## src/design/dfa_word_acceptor_defines.svh

```systemverilog
// Assertion macros for the design files; only the table engine includes them.
`ifndef DFA_WORD_ACCEPTOR_DEFINES_SVH
`define DFA_WORD_ACCEPTOR_DEFINES_SVH

// Same-cycle implication, disabled while reset is asserted.
`define DWA_ASSERT_NOW(label, clk, rst_n, ante, cons, msg) \
    label: assert property (@(posedge clk) disable iff (!(rst_n)) (ante) |-> (cons)) \
        else $error(msg);

// Next-cycle implication, disabled while reset is asserted.
`define DWA_ASSERT_NEXT(label, clk, rst_n, ante, cons, msg) \
    label: assert property (@(posedge clk) disable iff (!(rst_n)) (ante) |=> (cons)) \
        else $error(msg);

`endif

```

## src/design/dwa_pkg.sv

```systemverilog
package dwa_pkg;

    localparam int DEF_NUM_STATES  = 16;
    localparam int DEF_SYMBOL_BITS = 8;

    localparam int STATE_W    = 4;
    localparam int SYMBOL_W   = 8;
    localparam int MASK_W     = 16;
    localparam int CFG_IDX_W  = 2;
    localparam int CFG_DATA_W = 16;
    // Wide enough to hold the largest state count.
    localparam int RANGE_W    = 9;

    localparam int OP_QUEUE_DEPTH  = 2;
    localparam int RES_QUEUE_DEPTH = 2;

    localparam logic [CFG_IDX_W-1:0] CFG_INITIAL_STATE = 2'd0;
    localparam logic [CFG_IDX_W-1:0] CFG_FINAL_MASK    = 2'd1;

    typedef enum logic {
        CMD_WRITE  = 1'b0,
        CMD_SYMBOL = 1'b1
    } t_cmd;

    typedef enum logic [1:0] {
        VERDICT_ACCEPT = 2'd0,
        VERDICT_REJECT = 2'd1,
        VERDICT_DEAD   = 2'd2
    } t_verdict;

    typedef struct packed {
        t_cmd                kind;
        logic [STATE_W-1:0]  state;
        logic [SYMBOL_W-1:0] symbol;
        logic [STATE_W-1:0]  target;
        logic                entry_valid;
        logic                last;
    } t_op;

    typedef struct packed {
        t_verdict           verdict;
        logic [STATE_W-1:0] end_state;
    } t_result;

    function automatic logic state_in_range(input logic [STATE_W-1:0] state,
                                            input int num_states);
        return {{(RANGE_W-STATE_W){1'b0}}, state} < RANGE_W'(num_states);
    endfunction

endpackage

```

## src/design/dwa_queue.sv

```systemverilog
module dwa_queue
    import dwa_pkg::*;
#(
    parameter int WIDTH = 8,
    parameter int DEPTH = 2
) (
    input  logic             i_clk,
    input  logic             i_rst_n,
    input  logic             i_push,
    input  logic [WIDTH-1:0] i_data,
    input  logic             i_pop,
    output logic [WIDTH-1:0] o_data,
    output logic             o_full,
    output logic             o_empty
);

    localparam int PTR_W = (DEPTH > 1) ? $clog2(DEPTH) : 1;
    localparam int CNT_W = $clog2(DEPTH + 1);

    logic [WIDTH-1:0] r_mem [DEPTH];
    logic [PTR_W-1:0] r_wr_ptr, n_wr_ptr;
    logic [PTR_W-1:0] r_rd_ptr, n_rd_ptr;
    logic [CNT_W-1:0] r_count, n_count;
    logic             do_push;
    logic             do_pop;

    assign o_full  = (r_count == CNT_W'(DEPTH));
    assign o_empty = (r_count == '0);
    assign o_data  = r_mem[r_rd_ptr];
    assign do_push = i_push & ~o_full;
    assign do_pop  = i_pop & ~o_empty;

    always_comb begin
        n_wr_ptr = r_wr_ptr;
        n_rd_ptr = r_rd_ptr;
        n_count  = r_count;
        if (do_push) begin
            n_wr_ptr = (r_wr_ptr == PTR_W'(DEPTH - 1)) ? '0 : r_wr_ptr + 1'b1;
        end
        if (do_pop) begin
            n_rd_ptr = (r_rd_ptr == PTR_W'(DEPTH - 1)) ? '0 : r_rd_ptr + 1'b1;
        end
        if (do_push && !do_pop) begin
            n_count = r_count + 1'b1;
        end else if (do_pop && !do_push) begin
            n_count = r_count - 1'b1;
        end
    end

    always_ff @(posedge i_clk) begin
        if (!i_rst_n) begin
            r_wr_ptr <= '0;
            r_rd_ptr <= '0;
            r_count  <= '0;
        end else begin
            r_wr_ptr <= n_wr_ptr;
            r_rd_ptr <= n_rd_ptr;
            r_count  <= n_count;
        end
    end

    always_ff @(posedge i_clk) begin
        if (do_push) begin
            r_mem[r_wr_ptr] <= i_data;
        end
    end

endmodule

```

## config.mk

```make
export PLATFORM = sky130hd
export DESIGN_NAME = dwa_queue
export DESIGN_NICKNAME = d
export VERILOG_FILES = /design/src/design/dfa_word_acceptor_defines.svh /design/src/design/dwa_pkg.sv /design/src/design/dwa_queue.sv
export SDC_FILE = /design/constraint.sdc
export NUM_CORES = 1
export LEC_CHECK = 0
export BUFFER_PORTS_ARGS = -buffer_cell sky130_fd_sc_hd__buf_2
export CORE_MARGIN = 2
export CORE_UTILIZATION = 49
export DETAILED_ROUTE_END_ITERATION = 6
export PLACE_DENSITY_LB_ADDON = 0.08
export RECOVER_POWER = 50
export REMOVE_ABC_BUFFERS = 1
export SKIP_LAST_GASP = 1
export SLEW_MARGIN = 30
export SYNTH_ARGS = -nofsm -noshare
export SYNTH_HDL_FRONTEND = slang
export SYNTH_SLANG_ARGS = --single-unit
```

## constraint.sdc

```tcl
create_clock -name i_clk -period 2 [get_ports i_clk]
set_clock_uncertainty 0.1 [all_clocks]
set_input_delay 0.2 -clock i_clk [delete_from_list [all_inputs] [get_ports i_clk]]
set_output_delay 0.2 -clock i_clk [all_outputs]
set_load 0.1 [all_outputs]
```

==> Yosys cells after proc, flatten, opt, wreduce, memory -nomap -nowiden <==
Memory sizes are Yosys's and may differ from the RTL's. A register that Yosys moved wholly into a read port is not among the register bits.
Index checks and enable logic that the tools add are counted.
{ "classes": {"n_bitwise": 4, "n_eq_ne": 1, "muxes": 8, "n_reduce_logical": 6, "add_sub_neg": 4} }
{ "ops": {"columns": ["op", "count"], "rows": [
  ["1-bit 2-to-1 mux", 6],
  ["2-bit 2-to-1 mux", 2],
  ["1-bit adder, second input constant", 2],
  ["2-bit by 1-bit adder with 2-bit output, second input constant", 1],
  ["1-bit AND", 2],
  ["2-bit == test, second input constant", 1],
  ["1-bit logical AND", 2],
  ["1-bit zero test", 2],
  ["2-bit zero test", 1],
  ["1-bit inverter", 2],
  ["2-bit nonzero test", 1],
  ["2-bit by 1-bit subtractor with 2-bit output, second input constant", 1]
]} }
{ "word_totals": {"memories": 1, "register_bits": 4, "ram_bits": 16, "in_bits": 12, "out_inout_bits": 10} }
{ "memory_table": {"columns": ["name", "depth", "word_bits", "rd", "rd_clocked_by_memory_dff", "wr", "line", "rtl"], "rows": [
  ["r_mem", 2, 8, 1, 1, 1, "dwa_queue.sv:20", "logic [WIDTH-1:0] r_mem [DEPTH];"]
]} }

==> Logic depth before layout (Yosys ltp) <==
{ "logic_depth": {"depth_word": 7, "depth_mapped": 7, "depth_no_buf": 7} }

==> Worst setup path before layout <==
Ideal clock, no wire load.
{ "synth_timing": {"kind": "register -> register", "from": "reg r_count[0]", "to": "reg r_count[1]", "slack_ns": 0.094, "required_time_ns": 1.830, "t_arrival_ns": 1.736, "path_buffers": 0, "path_stages_with_launch": 7, "synth_period_minus_slack_ns": 1.906, "path_cell_list": "dfxtp_1 -> nand2b_1 -> inv_2 -> nor2_1 -> ha_1 -> or3_1 -> a21boi_1"} }
{ "synth_via": {"elab_chain_cells": 6, "word_cells_on_any_way": 15, "classes_between": "2 x add/sub; 1 x eq/ne; 2 x mux; 4 x bitwise; 6 x reduce/logical"} }
{ "synth_rtl": {"columns": ["element", "line", "rtl"], "rows": [
  ["from (decl)", "dwa_queue.sv:23", "logic [CNT_W-1:0] r_count, n_count;"],
  ["from (signal assigned)", "dwa_queue.sv:58", "r_count <= n_count;"],
  ["2-bit == test *", "dwa_queue.sv:27", "assign o_full = (r_count == CNT_W'(DEPTH));"],
  ["net o_full", "dwa_queue.sv:13", "output logic o_full,"],
  ["1-bit inverter *", "dwa_queue.sv:30", "assign do_push = i_push & ~o_full;"],
  ["1-bit AND *", "dwa_queue.sv:30", null],
  ["1-bit zero test", "dwa_queue.sv:45", "end else if (do_pop && !do_push) begin"],
  ["1-bit logical AND", "dwa_queue.sv:45", null],
  ["2-bit nonzero test (no line)", null, null]
]} }
Mark *: on every way through the listed nets, which the timed path passes. The rest lies on a longest branch. The select of a mux whose other input is x is not followed.
A chain may end at the register's enable or synchronous reset.

==> reports/metrics.yaml <==
synth:
  synth.distinct_cells: 20
  yosysTopAreaCell: "edfxtp_1"
  synth_flop_cell: "edfxtp_1"
  avgSynthCellArea_um2: 16.2
  ys_ff_latch: 21
  synthCells: 50
  yosys-top-cells-count: "edfxtp_1, mux2_2, dfxtp_1"
  synth_top_area_share_pct: 59.4
  seq_area_frac_synth_pct: 71.7
  synth_edf_count: 16
  yosys_warnings: 0
  async_flop_share_pct: 0
  syn-cell-area_um2: 810
  yosysMostFrequentCell: "edfxtp_1"
  synth.area.top_cells: "edfxtp_1, dfxtp_1, mux2_2"
worst_hold_path:
  hp-class: "input port to register"
  whs_path_depth: 2
clocking:
  insertion_delay_ps: 290
  cts_root_buf: "clkbuf_4"
  tritoncts: "done"
  htreeDepth: 1
  path_clk_slew_ps: 110
  cts_resized: 0
  cts_sinks: 21
  cts_buffers: 3
  clock_path_buffers: 2
setup_path:
  crit_fanout: 8
  end_kind: "output port"
  r2r_setup_slack_ps: 230
  crit_chain: "mux2_2 > buf_2"
  cp_num_buf_inv: 1
  crit_arrival_ps: 1520
  required_ps: 1700
  timing.setup.critical_path_class: "register to output port"
  startpoint_type: "register"
  ff2ff_path_depth: 4
  cp_slowest_cell: "dfxtp_1"
  slowest_delay_ps: 540
  crit_cells: 2
  critical-path-top-delay-family: "flip-flops"
route:
  via_count: 498
  ant_nets: 0
  drc: 0
  wl_um: 1230
  wire_per_inst_um: 12.5
  drt-initial-drc-count: 4
  dr.pass1.iters: 3
  viasPerCell: 5.03
global_route:
  grt_max_degree: 12
  overflow: 0
  grt_pass1_wl_um: 1840
  antenna_found_initial: 0
  grt_pass1_vias: 457
  grtUsageTotal_pct: 13.2
placed_design:
  hpwl_um: 871
  port-buffer-count: 21
  gp_congestion: 0.695
sta:
  min_period_over_period_pct: 90.8
  slew_violations: 0
  fmax_mhz: 551
  finalHoldViolCount: 0
  setup-violations-final: 0
  period_minus_slack_ps: 1820
  worstMarginPinSlew_ps: 624
  max_slew_margin_pct: 58.1
  fin_tns_setup_ps: 0
  rsz0062_at_grt: "false"
finish:
  drive_gt1_share_pct: 36.1
  nFillCells: 112
  area_growth_pct: 27.8
  final_nets: 97
  diodes: 0
floorplan:
  coreArea_um2: 1520
  rows: 14
  io_pins: 22
  initial_core_util_pct: 53.1
  die_area_um2: 1990
  die_w_um: 44.6
  die_h_um: 44.6
run:
  cap_violations: 0
run_status:
  status: "finished, final reports clean"
-- metrics by stage --
| step | instances | hold WS, ps | util, % | setup slack [ps] | area [um2] |
|---|---|---|---|---|---|
| floorplan | 49 | 199 | - | 94.4 | 805 |
| global placement | 87 | 288 | 61.5 | 403 | 937 |
| detailed placement | 87 | 293 | 61.5 | 343 | 937 |
| CTS | 99 | 44.7 | 68.5 | 157 | 1040 |
| global route | 99 | 42.0 | 67.9 | 111 | 1030 |
| finish | 99 | 54.7 | 67.9 | 184 | 1030 |
-- state kept, by name (all words and copies together) (netlist names), named ones only --
register and cells:
r_mem 16, r_count 2, r_rd_ptr 1, r_wr_ptr 1
-- cells by family (layout without fill, tap and decap cells) --
family / count (synthesis) / in the layout / share of synthesized area [%]
buffers and inverters: 3 / 36 / 1.54
adders and majority gates: 1 / 1 / 1.55
and+or+nand+nor: 9 / 9 / 6.80
AOI/OAI and AO/OA: 5 / 5 / 4.02
xor gates and xnor gates: 3 / 3 / 3.25
muxes: 8 / 8 / 11.1
DFF: 21 / 21 / 71.7
-- layout by cell type (no fill, tap or decap) --
cell type and instances:
a21boi_0 1, a21boi_1 1, and2_0 1, and2_1 2, and3_1 1, buf_2 18
buf_4 1, clkbuf_1 4, clkbuf_4 3, dfxtp_1 5, dlygate4sd3_1 8, edfxtp_1 16
ha_1 1, inv_1 2, mux2_2 8, nand2b_1 1, nor2_1 2, nor3_1 1
o21a_1 1, o21ai_0 2, or3_1 1, xnor2_1 2, xor2_1 1
-- worst reg2reg max path, delay by kind of cell, from the launching register on --
| family | cells | cell delay, ps |
|---|---|---|
| buf+inv | 2 | 330 |
| flops | 1 | 420 |
| simple gates | 2 | 650 |
-- routing by layer --
| metal | vias to the layer above | part of all wire [%] | track usage, % |
|---|---|---|---|
| met2 | 14 | 53 | 23.2 |
| met1 | 235 | 42 | 15.8 |
| met5 | - | 0 | 0 |
| met3 | 0 | 4.9 | 3.67 |
| li1 | 249 | - | - |
| met4 | 0 | 0 | 3.64 |
-- worst paths after layout --
path / from / to
worst max-delay path: register / o_data[5]
worst max register to register: r_count[0] / r_mem[0][4]
worst min register to register: r_count[1] / r_count[1]
worst min-delay path: i_rst_n / r_wr_ptr
-- area by class of cell --
class                   instances  area (um2)  area share, %
flip-flops and latches         21         581           56.1
multi-input cells              26         211           20.4
repair buffers                 30         189           18.3
clock buffers                   4        26.3           2.54
well taps                      16        20.0           1.93
inverters                       2        7.51          0.726
-- timing repair --
action	in CTS	in global routing
hold buffers	8	0
hold endpoints to repair	16	0
buffers inserted	0	0
Power is left out: the tool's default activity adds up to more than one toggle a clock period on the data nets, which glitch-free logic cannot reach.
