File: config.mk
export PLATFORM = sky130hd
export DESIGN_NAME = dwa_front
export DESIGN_NICKNAME = d
export VERILOG_FILES = /design/src/design/dfa_word_acceptor_defines.svh /design/src/design/dwa_pkg.sv /design/src/design/dwa_front.sv
export SDC_FILE = /design/constraint.sdc
export NUM_CORES = 1
export LEC_CHECK = 0
export BUFFER_PORTS_ARGS = -buffer_cell sky130_fd_sc_hd__buf_4
export CAP_MARGIN = 20
export CELL_PAD_IN_SITES_DETAIL_PLACEMENT = 1
export CELL_PAD_IN_SITES_GLOBAL_PLACEMENT = 1
export CORE_ASPECT_RATIO = 0.6
export CORE_MARGIN = 5
export CORE_UTILIZATION = 30
export DETAILED_ROUTE_END_ITERATION = 16
export PLACE_DENSITY = 0.86
export RECOVER_POWER = 50
export SYNTH_ARGS = -nofsm -noshare
export SYNTH_HDL_FRONTEND = slang
export SYNTH_SLANG_ARGS = --single-unit
File: constraint.sdc
create_clock -name i_clk -period 4.8 [get_ports i_clk]
set_clock_uncertainty 0.1 [all_clocks]
set_input_delay 0.48 -clock i_clk [delete_from_list [all_inputs] [get_ports i_clk]]
set_output_delay 0.48 -clock i_clk [all_outputs]
set_load 0.05 [all_outputs]
File: src/design/dfa_word_acceptor_defines.svh
// Assertion macros for the design files; only the table engine includes them.
`ifndef DFA_WORD_ACCEPTOR_DEFINES_SVH
`define DFA_WORD_ACCEPTOR_DEFINES_SVH

// Same-cycle implication, disabled while reset is asserted.
`define DWA_ASSERT_NOW(label, clk, rst_n, ante, cons, msg) \
    label: assert property (@(posedge clk) disable iff (!(rst_n)) (ante) |-> (cons)) \
        else $error(msg);

// Next-cycle implication, disabled while reset is asserted.
`define DWA_ASSERT_NEXT(label, clk, rst_n, ante, cons, msg) \
    label: assert property (@(posedge clk) disable iff (!(rst_n)) (ante) |=> (cons)) \
        else $error(msg);

`endif

File: src/design/dwa_pkg.sv
package dwa_pkg;

    localparam int DEF_NUM_STATES  = 16;
    localparam int DEF_SYMBOL_BITS = 8;

    localparam int STATE_W    = 4;
    localparam int SYMBOL_W   = 8;
    localparam int MASK_W     = 16;
    localparam int CFG_IDX_W  = 2;
    localparam int CFG_DATA_W = 16;
    // Wide enough to hold the largest state count.
    localparam int RANGE_W    = 9;

    localparam int OP_QUEUE_DEPTH  = 2;
    localparam int RES_QUEUE_DEPTH = 2;

    localparam logic [CFG_IDX_W-1:0] CFG_INITIAL_STATE = 2'd0;
    localparam logic [CFG_IDX_W-1:0] CFG_FINAL_MASK    = 2'd1;

    typedef enum logic {
        CMD_WRITE  = 1'b0,
        CMD_SYMBOL = 1'b1
    } t_cmd;

    typedef enum logic [1:0] {
        VERDICT_ACCEPT = 2'd0,
        VERDICT_REJECT = 2'd1,
        VERDICT_DEAD   = 2'd2
    } t_verdict;

    typedef struct packed {
        t_cmd                kind;
        logic [STATE_W-1:0]  state;
        logic [SYMBOL_W-1:0] symbol;
        logic [STATE_W-1:0]  target;
        logic                entry_valid;
        logic                last;
    } t_op;

    typedef struct packed {
        t_verdict           verdict;
        logic [STATE_W-1:0] end_state;
    } t_result;

    function automatic logic state_in_range(input logic [STATE_W-1:0] state,
                                            input int num_states);
        return {{(RANGE_W-STATE_W){1'b0}}, state} < RANGE_W'(num_states);
    endfunction

endpackage

File: src/design/dwa_front.sv
module dwa_front
    import dwa_pkg::*;
#(
    parameter int NUM_STATES  = DEF_NUM_STATES,
    parameter int SYMBOL_BITS = DEF_SYMBOL_BITS
) (
    input  logic                i_clk,
    input  logic                i_rst_n,
    input  logic                i_push,
    input  logic                i_hold,
    input  logic                i_cmd,
    input  logic [STATE_W-1:0]  i_source_state,
    input  logic [SYMBOL_W-1:0] i_symbol,
    input  logic [STATE_W-1:0]  i_target_state,
    input  logic                i_entry_valid,
    input  logic                i_last,
    input  logic                i_q_full,
    output logic                o_full,
    output logic                o_q_push,
    output t_op                 o_q_op
);

    localparam logic [SYMBOL_W-1:0] SYM_MASK = SYMBOL_W'((1 << SYMBOL_BITS) - 1);

    logic r_valid, n_valid;
    t_op  r_op;
    t_op  dec_op;
    logic accept;
    logic keep;

    // Decode the incoming item; writes naming a state outside the table are dropped.
    always_comb begin
        dec_op.kind        = t_cmd'(i_cmd);
        dec_op.state       = i_source_state;
        dec_op.symbol      = i_symbol & SYM_MASK;
        dec_op.target      = i_entry_valid ? i_target_state : '0;
        dec_op.entry_valid = i_entry_valid;
        dec_op.last        = i_last;
        keep = (dec_op.kind == CMD_SYMBOL)
             || (state_in_range(i_source_state, NUM_STATES)
                 && state_in_range(i_target_state, NUM_STATES));
    end

    assign o_full   = i_hold | (r_valid & i_q_full);
    assign accept   = i_push & ~o_full;
    assign o_q_push = r_valid & ~i_q_full;
    assign o_q_op   = r_op;

    always_comb begin
        n_valid = r_valid;
        if (accept) begin
            n_valid = keep;
        end else if (o_q_push) begin
            n_valid = 1'b0;
        end
    end

    always_ff @(posedge i_clk) begin
        if (!i_rst_n) begin
            r_valid <= 1'b0;
        end else begin
            r_valid <= n_valid;
        end
    end

    always_ff @(posedge i_clk) begin
        if (accept) begin
            r_op <= dec_op;
        end
    end

endmodule

### Yosys cells after proc, flatten, opt, wreduce, memory -nomap -nowiden

Index checks and enable logic that the tools add are counted.

* output and inout port bits: 21
* memories: 0
* memory bits (read-only): 0
* bits in latches: 0
* word-level logic and storage cells: 16
* register bits: 20
* input port bits: 24
* RAM bits: 0

* add/sub/neg operators: 0
* divide/modulo/power cells: 0
* muxes and demuxes: 2
* shifts and indexed selects: 0
* bitwise operators: 6
* multiply operators: 0
* order comparisons: 0
* reduce and logical (&&, ||, !) cells: 1
* equality and inequality tests: 0

Operator list (number)
* $and A1 B1 Y1: 3
* $mux W1: 2
* $not A1 Y1: 2
* $reduce_bool A2 Y1: 1
* $or A1 B1 Y1: 1

### Logic depth before layout (Yosys ltp)

* depth after elaboration: 5
* depth in mapped cells: 2

### Worst setup path after synthesis

OpenSTA, ideal clock, no wires.

* path type: input to register
* start: in i_hold
* end: reg r_op, in the netlist o_q_op[0] (enable)
* setup time: 401 ps
* stages: 2
* path buffers: 0
* data required time: 4299 ps
* data arrival time: 1581 ps
* setup slack: 2718 ps
* cells stage by stage: nand2b_4 > a21oi_1

* cells in the longest elaborated chain, start to end: 3

RTL lines
* start: declaration: RTL line dwa_front.sv:10 `input logic i_hold,`
* $or A1 B1 Y1: RTL line dwa_front.sv:44 `assign o_full = i_hold | (r_valid & i_q_full);`
* $not A1 Y1: RTL line dwa_front.sv:45 `assign accept = i_push & ~o_full;`
* $and A1 B1 Y1: RTL line dwa_front.sv:45
* via accept: RTL line dwa_front.sv:28 `logic accept;`
* end signal: assignment: RTL line dwa_front.sv:68 `r_op <= dec_op;`
* end: declaration: RTL line dwa_front.sv:26 `t_op r_op;`

The timed path passes the listed nets, and every way through them passes these cells.
A chain may end at the register's enable or synchronous reset.

### Worst setup path after layout

* start: in i_hold
* end: reg r_op, in the netlist o_q_op[3] (enable)

The elaborated chain is that of the path after synthesis.

==> load_flow_metrics.sql <==
INSERT INTO impl_metrics (metric_group, metric, value, unit) VALUES
('placed_design', 'post-place-ws', '2840', 'ps'),
('clock_tree', 'clock_sink_count', '20', ''),
('clock_tree', 'cts_tree', 'yes', ''),
('finish', 'nNetsFinal', '103', ''),
('power_and_ir_drop', 'vdd_ir_drop_max', '0.0953', 'mV'),
('sta', 'post-route-min-period', '1680', 'ps'),
('status', 'outcome', 'finished clean', ''),
('routing', 'finalWirelength', '1.50', 'mm'),
('setup_path', 'critPathLaunch', 'i_hold', ''),
('logic_synthesis', 'syn_avg_cell_area', '22.1', 'µm²'),
('logic_synthesis', 'synth_mux_area_share', '0', '%'),
('grt', 'grt_util_all_layers', '9.98', '%'),
('worst_hold_path', 'hp-class', 'in2reg', ''),
('power_and_ir_drop', 'power_after_layout', '367', 'µW'),
('finish', 'area_growth_syn_to_layout', '56.7', '%'),
('worst_hold_path', 'worstHoldStart', 'i_source_state[1]', ''),
('placed_design', 'placement.io_buffers', '44', ''),
('routing', 'ant_nets', '0', ''),
('floorplan', 'die_h', '46.4', 'µm'),
('grt', 'pin_count_of_the_biggest_net_entering_global_routing', '20', ''),
('sta', 'timing.setup.tns', '0', 'ps'),
('floorplan', 'floorplan.initialDensity', '31.1', '%'),
('floorplan', 'die_w', '70.6', 'µm'),
('finish', 'layout-drive-gt1-share', '50.0', '%'),
('sta', 'worstMarginPinSlew', '988', 'ps'),
('sta', 'share_of_the_clock_period_used_by_the_worst_path', '34.9', '%'),
('setup_path', 'timing.setup.critical_path_class', 'in2reg', ''),
('clock_tree', 'root_buffer', 'clkbuf_8', ''),
('clock_tree', 'clkSlewWorstSetupHoldPaths', '70', 'ps'),
('setup_path', 'regToRegStartpoint', 'r_valid', ''),
('logic_synthesis', 'synth-xor-area-share', '0', '%'),
('clock_tree', 'cts-resized-gates', '0', ''),
('logic_synthesis', 'ys.warnings.count', '0', ''),
('floorplan', 'core.rowCount', '13', ''),
('logic_synthesis', 'synth-seq-area-share', '89.2', '%'),
('placed_design', 'placedCellCount', '104', ''),
('logic_synthesis', 'yosys_register_bits', '20', ''),
('finish', 'mostFrequentLayoutCells', '19 x buf_4, 19 x edfxtp_1, 14 x clkbuf_4', ''),
('sta', 'report.final.hold_viol_count', '0', ''),
('power_and_ir_drop', 'cellLeakagePower', '0.407', 'nW'),
('placed_design', 'place.gp.congestion', '0.742', ''),
('setup_path', 'required', '4580', 'ps'),
('sta', 'relSlewSlack', '34.1', '%'),
('floorplan', 'io-pin-count', '45', ''),
('clock_tree', 'worst_skew_pair.late_latency', '250', 'ps'),
('clock_tree', 'htree_num_levels', '1', ''),
('grt', 'sum_of_overflow_across_all_layers_after_global_routing', '0', ''),
('clock_tree', 'ctsLongestPathBuffers', '2', ''),
('floorplan', 'coreArea', '2130', 'µm²'),
('grt', 'antenna_found_initial', '0', ''),
('sta', 'finalMaxSlewViolations', '0', ''),
('logic_synthesis', 'synthesis.instances', '30', ''),
('routing', 'post-route-drc-count', '0', ''),
('routing', 'routed_wire_length_per_instance', '13.9', 'µm'),
('clock_tree', 'cts_hold_buf', '0', ''),
('finish', 'final_cells', '108', ''),
('setup_path', 'worstPathMaxFanout', '19', ''),
('routing', 'drt-pass1-iter-count', '3', ''),
('logic_synthesis', 'syn_area', '662', 'µm²'),
('setup_path', 'worstSetupEndpointType', 'flip-flop', ''),
('logic_synthesis', 'netlist-cell-type-count', '9', ''),
('logic_synthesis', 'synth_top_family_by_area', 'simple AND/OR/NAND/NOR gates', ''),
('finish', 'antenna_diode_count', '0', ''),
('logic_synthesis', 'synth_compound_area_share', '2.46', '%'),
('routing', 'starting_drc_count_in_detailed_routing', '25', ''),
('sta', 'timing.hold.ws', '323', 'ps'),
('sta', 'setup_repair_after_global_routing_missed_its_margin', 'false', ''),
('setup_path', 'worst_setup_path_start_kind', 'input port', ''),
('power_and_ir_drop', 'power_density', '354', 'nW/µm²'),
('clock_tree', 'cts_buffers', '3', ''),
('logic_synthesis', 'yosys.area_share.adder', '0', '%'),
('logic_synthesis', 'post_synthesis_share_of_cell_area_spent_on_and_or_nand_and_nor_gates', '8.32', '%'),
('sta', 'max_freq', '596', 'MHz'),
('floorplan', 'die-area', '3280', 'µm²'),
('grt', 'grt_first_pass_wirelength', '2.28', 'mm'),
('clock_tree', 'post_cts_setup_driven_buffer_insertion_count', '0', ''),
('flow_run', 'count_of_maximum_capacitance_violations', '0', ''),
('routing', 'route.vias.total', '433', ''),
('sta', 'finalSetupViolations', '0', ''),
('sta', 'final.setup.worst_slack', '3120', 'ps'),
('routing', 'route.detailed.vias_per_inst', '4.01', ''),
('logic_synthesis', 'synth_fp_nets', '54', ''),
('grt', 'grt_pass1_vias', '437', ''),
('setup_path', 'worst_ep_arrival_time', '1450', 'ps');
-- cell usage after synthesis --
cell | instances | share of area [%]
nor2b_1 | 1 | 0.95
dfxtp_1 | 1 | 3.0
nand2b_4 | 1 | 2.1
nand2b_1 | 1 | 0.95
and2_1 | 4 | 3.8
nand2_1 | 1 | 0.57
a21oi_1 | 1 | 0.76
a21boi_2 | 1 | 1.7
edfxtp_1 | 19 | 86
-- power breakdown --
group / internal, mW / total [mW] / leakage (nW) / switching [mW]
clock network: 0.0589 / 0.107 / 0.0228 / 0.0486
registers: 0.200 / 0.203 / 0.186 / 0.00235
logic: 0.0196 / 0.0569 / 0.198 / 0.0373
total: 0.279 / 0.367 / 0.407 / 0.0882
-- metrics by stage --
step	instance area [µm²]	utilization [%]
3_3_place_gp	1030	48.5
3_5_place_dp	1030	48.5
2_1_floorplan	662	-
6_report	1040	48.7
5_1_grt	1040	48.7
4_1_cts	1080	50.6
-- per-layer routing --
metal | global-route usage [%] | share of wire (%) | vias to the layer above
li1 | - | - | 206
met1 | 10.0 | 40 | 196
met2 | 16.9 | 48 | 28
met3 | 5.66 | 11 | 3
met4 | 5.62 | 1.4 | 0
met5 | 0 | 0 | -
-- kinds of logic after synthesis --
kind of cell	after synthesis
simple gates	8
flops	20
compound gates	2
-- area by class of cell --
type / instances / area, µm²
multi-input combinational: 10 / 75.1
timing repair buffer: 44 / 289
clock buffer: 4 / 45.0
fill: 232 / 1090
sequential: 20 / 591
tap: 30 / 37.5
-- sequential cells by signal, indices dropped and copies added, names as in the netlist --
register	cells
o_q_op	19
r_valid	1
-- worst paths after layout --
| check | depth (start not counted) | end | slack [ps] |
|---|---|---|---|
| setup / recovery | 3 | o_q_op[3] | 3120 |
| hold / removal | 1 | o_q_op[15] | 320 |
| setup reg to reg | 1 | o_q_op[3] | 3200 |
| hold reg to reg | 2 | r_valid | 430 |
-- worst max-delay path, stage by stage --
cell and delay, ps:
buf_4 110, nand2b_4 140, a21oi_2 720
No activity file was read; power rests on OpenSTA's default activity.
